## src/sv/circle_point_generator_unit_defines.svh

```systemverilog
// Assertion macros for the circle point generator.
`ifndef CIRCLE_POINT_GENERATOR_UNIT_DEFINES_SVH
`define CIRCLE_POINT_GENERATOR_UNIT_DEFINES_SVH

`ifndef NO_ASSERTIONS
// Same-cycle implication, sampled on clk, off during reset.
`define CPG_ASSERT_IMP(lbl, ante, cons) \
	lbl: assert property (@(posedge clk) disable iff (!arst_n) (ante) |-> (cons)) \
		else $error("cpg assertion failed");
// Next-cycle implication, sampled on clk, off during reset.
`define CPG_ASSERT_NXT(lbl, ante, cons) \
	lbl: assert property (@(posedge clk) disable iff (!arst_n) (ante) |=> (cons)) \
		else $error("cpg assertion failed");
`else
`define CPG_ASSERT_IMP(lbl, ante, cons)
`define CPG_ASSERT_NXT(lbl, ante, cons)
`endif

`endif

```

## src/sv/cpg_pkg.sv

```systemverilog
`default_nettype none
package cpg_pkg;

	localparam int X_W     = 9;
	localparam int Y_W     = 9;
	localparam int YS_W    = 8;
	localparam int ENTRY_W = X_W + YS_W;
	localparam int CNT_W   = 10;
	localparam int K_W     = CNT_W + 2;
	localparam int D_W     = 14;
	localparam int P_W     = 17;
	localparam int R_W     = 8;
	localparam int C_W     = 12;
	localparam int PT_W    = 13;
	localparam int IDX_W   = 2;

	localparam logic [IDX_W-1:0] REG_CENTER_X = 2'd0;
	localparam logic [IDX_W-1:0] REG_CENTER_Y = 2'd1;
	localparam logic [IDX_W-1:0] REG_RADIUS   = 2'd2;

	typedef struct packed {
		logic [X_W-1:0]        x;
		logic [Y_W-1:0]        y;
		logic signed [D_W-1:0] d;
	} walk_t;

	typedef struct packed {
		logic [CNT_W-1:0] idx;
		logic             neg_x;
		logic             neg_y;
		logic             last;
	} replay_sel_t;

endpackage
`default_nettype wire

```

## src/sv/cpg_walker.sv

```systemverilog
`default_nettype none
module cpg_walker (
	input  wire logic [cpg_pkg::X_W-1:0]        x,
	input  wire logic [cpg_pkg::Y_W-1:0]        y,
	input  wire logic signed [cpg_pkg::D_W-1:0] d,
	output cpg_pkg::walk_t                      nxt
);

	localparam int P_W = cpg_pkg::P_W;
	localparam int D_W = cpg_pkg::D_W;

	logic signed [P_W-1:0] d4;
	logic signed [P_W-1:0] xe;
	logic signed [P_W-1:0] ye;
	logic signed [P_W-1:0] p_in;
	logic signed [P_W-1:0] p_out;
	logic signed [D_W-1:0] inc_x;
	logic signed [D_W-1:0] inc_y;
	logic                  dx;
	logic                  dy;

	// d tracks (x+1)^2 + (y-1)^2 - r^2; the scaled half-pixel tests derive from it
	always_comb begin
		d4    = P_W'(d) <<< 2;
		xe    = signed'(P_W'(x));
		ye    = signed'(P_W'(y));
		p_in  = d4 + (ye <<< 2) - signed'(P_W'(3));
		p_out = d4 - (xe <<< 2) - signed'(P_W'(3));
		dx    = 1'b1;
		dy    = 1'b1;
		if (d < 0) begin
			dy = (p_in > 0);
		end else if (d > 0) begin
			dx = !(p_out > 0);
		end
		inc_x = signed'(D_W'({x, 1'b0})) + signed'(D_W'(3));
		inc_y = signed'(D_W'(3)) - signed'(D_W'({y, 1'b0}));
		nxt.x = x + cpg_pkg::X_W'(dx);
		nxt.y = y - cpg_pkg::Y_W'(dy);
		nxt.d = d + (dx ? inc_x : '0) + (dy ? inc_y : '0);
	end

endmodule
`default_nettype wire

```

## config.mk

```make
export PLATFORM = sky130hd
export DESIGN_NAME = cpg_walker
export DESIGN_NICKNAME = d
export VERILOG_FILES = /design/src/sv/circle_point_generator_unit_defines.svh /design/src/sv/cpg_pkg.sv /design/src/sv/cpg_walker.sv
export SDC_FILE = /design/constraint.sdc
export NUM_CORES = 1
export LEC_CHECK = 0
export BUFFER_PORTS_ARGS = -buffer_cell sky130_fd_sc_hd__buf_4
export CORE_MARGIN = 2
export CORE_UTILIZATION = 51
export DETAILED_ROUTE_END_ITERATION = 8
export GPL_TIMING_DRIVEN = 1
export PLACE_DENSITY = 0.78
export REMOVE_ABC_BUFFERS = 1
export SETUP_SLACK_MARGIN = 0.4
export SYNTH_ARGS = -nofsm -noshare
export SYNTH_HDL_FRONTEND = slang
export SYNTH_SLANG_ARGS = --single-unit
```

## constraint.sdc

```tcl
create_clock -name vclk -period 5.97
set_input_delay 0.8955 -clock vclk [all_inputs]
set_output_delay 0.8955 -clock vclk [all_outputs]
set_load 0.02 [all_outputs]
```

==> impl_metrics.yaml <==
routing:
  wl_met3_um: 477
  drcViolationCount: 0
  drt_wl_total_mm: 7.93
  vias_per_cell: 5.56
  postRouteAntennaNets: 0
  dr.max_layer_used: "met4"
  wire_per_inst_um: 17.0
  drt_first_pass_iters: 5
  wl_met1_mm: 3.09
  route.vias.total: 2587
  drtIter0Drc: 89
  wl_met2_mm: 4.06
floorplanning:
  dieArea_mm2: 0.00521
  die_x_um: 72.2
  coreArea_mm2: 0.00441
  rows: 24
  start_util_pct: 53.7
  die_h_um: 72.2
  io_pins: 64
placed_design:
  dpl-instance-area_mm2: 0.00318
  detailedPlace.worstSlack_ps: -142
  dp.cells: 460
  routabilityCongestion: 0.868
  port_buffers: 64
  dp_hpwl_mm: 5.59
timing:
  rsz0062_at_grt: "yes"
  max_freq_ghz: 0.175
  min_period_over_period_pct: 95.6
  setup_viol: 0
  tightest_slew_ps: 711
  timing.final.ws_setup_ps: 263
  drv_slew: 0
  slew_headroom_pct: 52.2
  hold_viol: 0
  period_needed_ps: 5710
  setup_tns_ps: 0
layout:
  stdcell_count: 465
  areaGrowthSynthToFinish_pct: 57.5
  utilization_pct: 84.6
  drive_gt1_share_pct: 46.2
  diodes: 0
  seq_cells: 0
  fill_cells: 235
  ff_latch_area_um2: 0
  multi_input_area_mm2: 0.00254
  final_nets: 522
  clockBufferCount: 0
  design_area_mm2: 0.00374
outcome:
  status: "finished clean"
synthesis:
  yosysTopAreaCell: "ha_1"
  ys_seq_area_share_pct: 0
  synth_cell_type_count: 40
  ys_warn_count: 0
  synth_top_area_share_pct: 33.2
  syn_inst: 310
  synth_commonest_cells: "inv_1 (71), ha_1 (63), xnor2_1 (30)"
  synth_most_common_cell: "inv_1"
  mappedNetlistArea_mm2: 0.00237
  avgSynthCellArea_um2: 7.65
  yosys-top-cells-area: "ha_1 (33%), inv_1 (11%), xnor2_1 (11%)"
global_routing:
  grt_max_degree: 10
  overflow: 0
  track_usage_pct: 30.0
  grt_pass1_vias: 2690
  grt_pass1_wl_mm: 12.4
  antenna_found_initial: 0
power:
  p_clk_share_pct: 0
  pwr-share-seq_pct: 0
  p_per_area_mw_per_mm2: 182
  comb_power_share_pct: 100.0
  p_int_w: 0.000327
  switching_share_pct: 51.9
  p_leak_nw: 1.81
  vdd.ir_drop.worst_mv: 0.263
  p_sw_w: 0.000353
run:
  drv_cap: 0
worst_hold_path:
  min_path_type: "input port to primary output"
critical_path:
  worstPathArrival_ps: 4810
  start_kind: "input port"
  worstPathMaxFanout: 4
  critPathKind: "input port to primary output"
  crit_required_ps: 5070
  cp-end-kind: "primary output"
cts:
  cts.hold.buffers_added: 0
## layout make-up
cell class / instances / share of cell area [%]
Timing Repair Buffer: 105 / 22.2
Inverter: 72 / 7.97
Multi-Input combinational cell: 236 / 68.1
Tap cell: 52 / 1.74
## kinds of logic (layout without fill, tap and decap cells)
logic type,Yosys count,count (layout),synth area share [%]
buffers and inverters,74,177,11.8
adders and majority gates,75,75,43.4
xor gates and xnor gates,40,40,14.8
AOI/OAI and AO/OA,37,37,12.2
and+or+nand+nor,84,84,17.8
## final timing paths
kind                  start      end  slack [ps]  cells after the start
worst max-delay path   d[7]  nxt[13]         260                     25
worst min-delay path   y[6]  nxt[20]        2110                      3
## power groups by stage
| stage | clock, W | sequential (W) | combinational (W) |
|---|---|---|---|
| final | 0 | 0 | 0.000680 |
| after global routing | 0 | 0 | 0.000732 |
| after CTS | 0 | 0 | 0.000632 |
| after detailed placement | 0 | 0 | 0.000557 |
| after global placement | 0 | 0 | 0.000546 |
| after floorplan | 0 | 0 | 0.000332 |
## layer usage
layer  GRT usage [%]  vias to the layer above
met4            13.2                        0
met3            3.06                       28
li1                -                     1227
met1            34.9                     1216
met2            55.0                      116
met5               0                        -
## cell usage in the layout, fill, tap and decap left out, types with 4 or more instances in the layout
cell type / netlist / final
and3_1: 4 / 4
inv_1: 71 / 50
nand3_1: 18 / 17
ha_2: 0 / 4
nor2_1: 19 / 10
nand2b_1: 5 / 4
a21oi_1: 8 / 6
ha_4: 0 / 20
o21ai_1: 2 / 4
inv_4: 1 / 4
inv_2: 0 / 15
fa_1: 12 / 10
a21oi_2: 3 / 4
ha_1: 63 / 39
xor2_1: 10 / 9
buf_6: 0 / 7
nand2_1: 16 / 15
xnor2_1: 30 / 29
nor3_1: 4 / 4
buf_4: 0 / 96
nor2_4: 0 / 8
## repair_timing
action                                 CTS  global route
endpoints found under the hold margin    0             0
pin swaps                               59            16
setup endpoints to repair                6             6
resized for setup                      100            18
setup buffers                            3             2
## metrics by stage
stage,total power [W],hold WS (ps)
after floorplan,0.000332,1920
after global placement,0.000546,2110
after detailed placement,0.000557,2110
after CTS,0.000632,2110
after global routing,0.000732,2130
final,0.000680,2110
## worst max-delay path: stages
cell       delay (ps)
buf_8              80
inv_6              30
ha_4              250
inv_4              30
ha_4              200
a21o_1            160
a21oi_2           120
nor2b_1            50
o21ai_1           130
nand3_1           120
a22o_4            300
inv_4              70
ha_4              120
fa_1              420
ha_4              190
inv_2              50
fa_2              190
and2b_1           170
o21a_1            180
a311oi_2          300
o2bb2ai_2         190
o21ai_2            90
a21oi_2           130
xnor2_1           130
buf_4             160
(Power assumes the default switching activity.)
