===== config.mk =====
export PLATFORM = sky130hd
export DESIGN_NAME = cpg_replay
export DESIGN_NICKNAME = d
export VERILOG_FILES = /design/src/sv/circle_point_generator_unit_defines.svh /design/src/sv/cpg_pkg.sv /design/src/sv/cpg_replay.sv
export SDC_FILE = /design/constraint.sdc
export NUM_CORES = 1
export LEC_CHECK = 0
export ABC_AREA = 1
export BUFFER_PORTS_ARGS = -buffer_cell sky130_fd_sc_hd__buf_2
export CORE_MARGIN = 5
export CORE_UTILIZATION = 40
export DETAILED_ROUTE_END_ITERATION = 8
export PLACE_DENSITY = 0.67
export SYNTH_ARGS = -nofsm -noshare
export SYNTH_HDL_FRONTEND = slang
export SYNTH_SLANG_ARGS = --single-unit

===== constraint.sdc =====
create_clock -name vclk -period 5.17
set_input_delay 0.517 -clock vclk [all_inputs]
set_output_delay 0.517 -clock vclk [all_outputs]
set_load 0.005 [all_outputs]

===== src/sv/circle_point_generator_unit_defines.svh =====
// Assertion macros for the circle point generator.
`ifndef CIRCLE_POINT_GENERATOR_UNIT_DEFINES_SVH
`define CIRCLE_POINT_GENERATOR_UNIT_DEFINES_SVH

`ifndef NO_ASSERTIONS
// Same-cycle implication, sampled on clk, off during reset.
`define CPG_ASSERT_IMP(lbl, ante, cons) \
	lbl: assert property (@(posedge clk) disable iff (!arst_n) (ante) |-> (cons)) \
		else $error("cpg assertion failed");
// Next-cycle implication, sampled on clk, off during reset.
`define CPG_ASSERT_NXT(lbl, ante, cons) \
	lbl: assert property (@(posedge clk) disable iff (!arst_n) (ante) |=> (cons)) \
		else $error("cpg assertion failed");
`else
`define CPG_ASSERT_IMP(lbl, ante, cons)
`define CPG_ASSERT_NXT(lbl, ante, cons)
`endif

`endif


===== src/sv/cpg_pkg.sv =====
`default_nettype none
package cpg_pkg;

	localparam int X_W     = 9;
	localparam int Y_W     = 9;
	localparam int YS_W    = 8;
	localparam int ENTRY_W = X_W + YS_W;
	localparam int CNT_W   = 10;
	localparam int K_W     = CNT_W + 2;
	localparam int D_W     = 14;
	localparam int P_W     = 17;
	localparam int R_W     = 8;
	localparam int C_W     = 12;
	localparam int PT_W    = 13;
	localparam int IDX_W   = 2;

	localparam logic [IDX_W-1:0] REG_CENTER_X = 2'd0;
	localparam logic [IDX_W-1:0] REG_CENTER_Y = 2'd1;
	localparam logic [IDX_W-1:0] REG_RADIUS   = 2'd2;

	typedef struct packed {
		logic [X_W-1:0]        x;
		logic [Y_W-1:0]        y;
		logic signed [D_W-1:0] d;
	} walk_t;

	typedef struct packed {
		logic [CNT_W-1:0] idx;
		logic             neg_x;
		logic             neg_y;
		logic             last;
	} replay_sel_t;

endpackage
`default_nettype wire


===== src/sv/cpg_replay.sv =====
`default_nettype none
module cpg_replay (
	input  wire logic [cpg_pkg::K_W-1:0]   k,
	input  wire logic [cpg_pkg::CNT_W-1:0] n,
	output cpg_pkg::replay_sel_t           sel
);

	localparam int K_W = cpg_pkg::K_W;

	logic [K_W-1:0] kk;
	logic [K_W-1:0] nn;
	logic [K_W-1:0] two_n;
	logic [K_W-1:0] four_n;
	logic [K_W-1:0] m;
	logic [K_W-1:0] idx;

	// fold the outline index onto the stored quadrant
	always_comb begin
		kk     = k;
		nn     = K_W'(n);
		two_n  = nn << 1;
		four_n = nn << 2;
		sel.neg_x = 1'b0;
		sel.neg_y = 1'b0;
		if (kk <= two_n) begin
			m = kk;
		end else begin
			m = four_n - kk;
			sel.neg_x = 1'b1;
		end
		if (m <= nn) begin
			idx = m;
		end else begin
			idx = two_n - m;
			sel.neg_y = 1'b1;
		end
		sel.idx  = cpg_pkg::CNT_W'(idx);
		sel.last = ((kk + K_W'(1)) >= four_n);
	end

endmodule
`default_nettype wire


==> run_results.csv <==
group,metric,value,unit
layout,syn2layout_area_growth,9.08,%
sta,setup_viol,0,
sta,slew_headroom,0.726,
synthesis,yosysMostFrequentCell,"nand2_1",
sta,max_freq,0.217,GHz
worst_setup_path,cp-end-kind,"output pin",
synthesis,avgSynthCellArea,6.34,µm²
synthesis,syn_area,0.00245,mm²
sta,drv_slew,0,
synthesis,synth_top_area_share,0.245,
synthesis,synth_compound_area_frac,0.136,
synthesis,synth_fa_ha_area_frac,0.245,
floorplanning,num_io_pins,35,
outcome,outcome,"finished clean",
layout,design.seq.count,0,
routing,antenna_left,0,
sta,tightest_slew,0.407,ns
routing,num_vias,2481,
routing,dr.pass1.iters,4,
synthesis,synth_top_family_by_area,"simple AND/OR/NAND/NOR gates",
hold_path,min_path_type,"input port to output pin",
job,drv_cap,0,
placed_design,dp_hpwl,5.46,mm
global_routing,globalRouteMet2Util,0.290,
worst_setup_path,required,4.65,ns
sta,finalHoldViolCount,0,
routing,first_iter_violations,114,
global_routing,grt_use_met3,0.00838,
global_routing,grt.overflow.total,0,
global_routing,grt_use_met1,0.223,
synthesis,synthCells,387,
floorplanning,start_util,0.412,
worst_setup_path,critical_path.startpoint_type,"input port",
routing,wl,6.16,mm
routing,drc,0,
placed_design,port_buffers,35,
routing,avgRoutedWirePerCell,12.5,µm
global_routing,groute.usage.overall,0.162,
layout,clock_buffers,0,
layout,fin_nets,490,
floorplanning,dieArea,0.00780,mm²
floorplanning,die_h,88.3,µm
worst_setup_path,crit_start,"n[4]",
synthesis,synth_cell_types,37,
hold_path,hold_start,"k[0]",
pwr,leakage,1.57,nW
global_routing,grt_pass1_wl,10.4,mm
layout,drive_above_1_share,0.218,
synthesis,synth.area.top_cells,"ha_1 24%, nand2_1 13%, inv_1 11%",
sta,timing.setup.tns,0,ns
synthesis,yosys_warnings,0,
synthesis,yosys.area.top_type,"ha_1",
sta,fin_crit_sh,0.889,
sta,rsz0062_at_grt,"no",
pwr,powerDensity,163,mW/mm²
placed_design,dpl-instance-area,0.00268,mm²
synthesis,ys_seq_area_frac,0,
worst_setup_path,crit_type,"input port to output pin",
routing,viasPerCell,5.03,
global_routing,grt_max_degree,20,
sta,final.min_clock_period,4.60,ns
synthesis,synth_xor_xnor_area_share,0.0571,
clock_network,cts_setup_buffers,0,
synthesis,synthSimpleGateAreaFrac,0.423,
layout,stdcell_area,0.00268,mm²
floorplanning,std_cell_rows,28,
worst_setup_path,cp_max_fo,19,
global_routing,grt_pass1_vias,2299,
layout,antenna_cells,0,
floorplanning,core,0.00596,mm²
global_routing,busiest_layer,"met2",
global_routing,antenna_found_initial,0,
placed_design,routabilityCongestion,0.920,
synthesis,synth_commonest_cells,"87 x nand2_1, 72 x inv_1, 48 x ha_1",
floorplanning,die_w,88.3,µm
synthesis,synth_nets,457,
layout,area.sequential,0,µm²
worst_setup_path,worst_ep_arrival_time,4.08,ns
synthesis,synth.mux.area_fraction,0,
pwr,ir_drop,0.0961,mV
## kinds of logic (layout without fill, tap and decap cells)
family | after synthesis | after routing
fa+ha+maj | 48 | 48
compound gates | 51 | 51
xor+xnor | 16 | 16
simple gates | 190 | 190
buf+inv | 82 | 113
## cell type report
class                           count  area [µm²]
Tap cell                           75        93.8
Fill cell                         635        3280
Timing Repair Buffer               35         175
Multi-Input combinational cell    305        2110
Inverter                           78         294
## routing by layer
metal	share of wire	vias up
met2	0.46	64
met1	0.49	1096
met3	0.051	4
li1	-	1317
met4	0.0032	0
met5	0	-
## through the flow
| stage | cells | hold WS [ns] | setup slack (ns) | power (W) | util |
|---|---|---|---|---|---|
| after floorplan | 387 | 1.11 | 1.26 | 0.000327 | - |
| after global placement | 493 | 1.27 | 0.587 | 0.000428 | 0.449 |
| after detailed placement | 493 | 1.28 | 0.421 | 0.000436 | 0.449 |
| after CTS | 493 | 1.28 | 0.398 | 0.000438 | 0.449 |
| after global routing | 493 | 1.29 | 0.0935 | 0.000498 | 0.449 |
| final | 493 | 1.27 | 0.572 | 0.000435 | 0.449 |
## layout by cell type, fill, tap and decap left out, types with 3 or more instances in the layout
cell | synthesis | final
o21ai_1 | 3 | 4
o21bai_1 | 5 | 5
a31oi_1 | 4 | 4
nand3_1 | 29 | 29
a21oi_1 | 18 | 18
ha_1 | 48 | 48
nand3b_1 | 3 | 3
nand2_1 | 87 | 87
o21ai_0 | 7 | 6
nand3_2 | 4 | 4
inv_2 | 5 | 5
nand4_1 | 6 | 6
nor2_1 | 18 | 18
nand2_2 | 11 | 11
xor2_1 | 14 | 14
nand3_4 | 5 | 5
or2_1 | 3 | 3
a21oi_2 | 5 | 5
o21ai_2 | 5 | 5
inv_1 | 72 | 72
buf_2 | 0 | 35
nor3_1 | 6 | 6
nand2_4 | 7 | 7
nor2_2 | 3 | 3
## worst paths after layout
| path | to | cells past startpoint | slack, ns |
|---|---|---|---|
| setup / recovery | sel[11] | 27 | 0.57 |
| hold / removal | sel[3] | 2 | 1.27 |
## worst max-delay path, cell delays in order
cell and delay [ns]:
buf_2 0.14, inv_1 0.12, ha_1 0.31, nand2_1 0.05, inv_1 0.04, nand2_1 0.08
nor3_2 0.14, nand2_2 0.14, nand2_4 0.23, inv_2 0.14, o21ai_1 0.26, inv_1 0.08
ha_1 0.29, nand2_1 0.07, inv_1 0.04, nor2_1 0.08, o21a_1 0.11, o21ai_0 0.07
nand3_1 0.07, nand2_1 0.05, nand2_1 0.06, nand2_1 0.05, a21oi_2 0.16, nand4_4 0.29
or2_1 0.32, nand2_1 0.06, buf_2 0.10
## power breakdown
group,total (W),internal [W],switching (W),leakage [nW]
clock,0,0,0,0
combinational,0.000435,0.000170,0.000265,1.57
sequential,0,0,0,0
total,0.000435,0.000170,0.000265,1.57
## timing repair
item | 4_1_cts | 5_1_grt
gates resized for setup | 0 | 1
hold buffers | 0 | 0
setup endpoints to repair | 0 | 2
(Power assumes the default switching activity.)
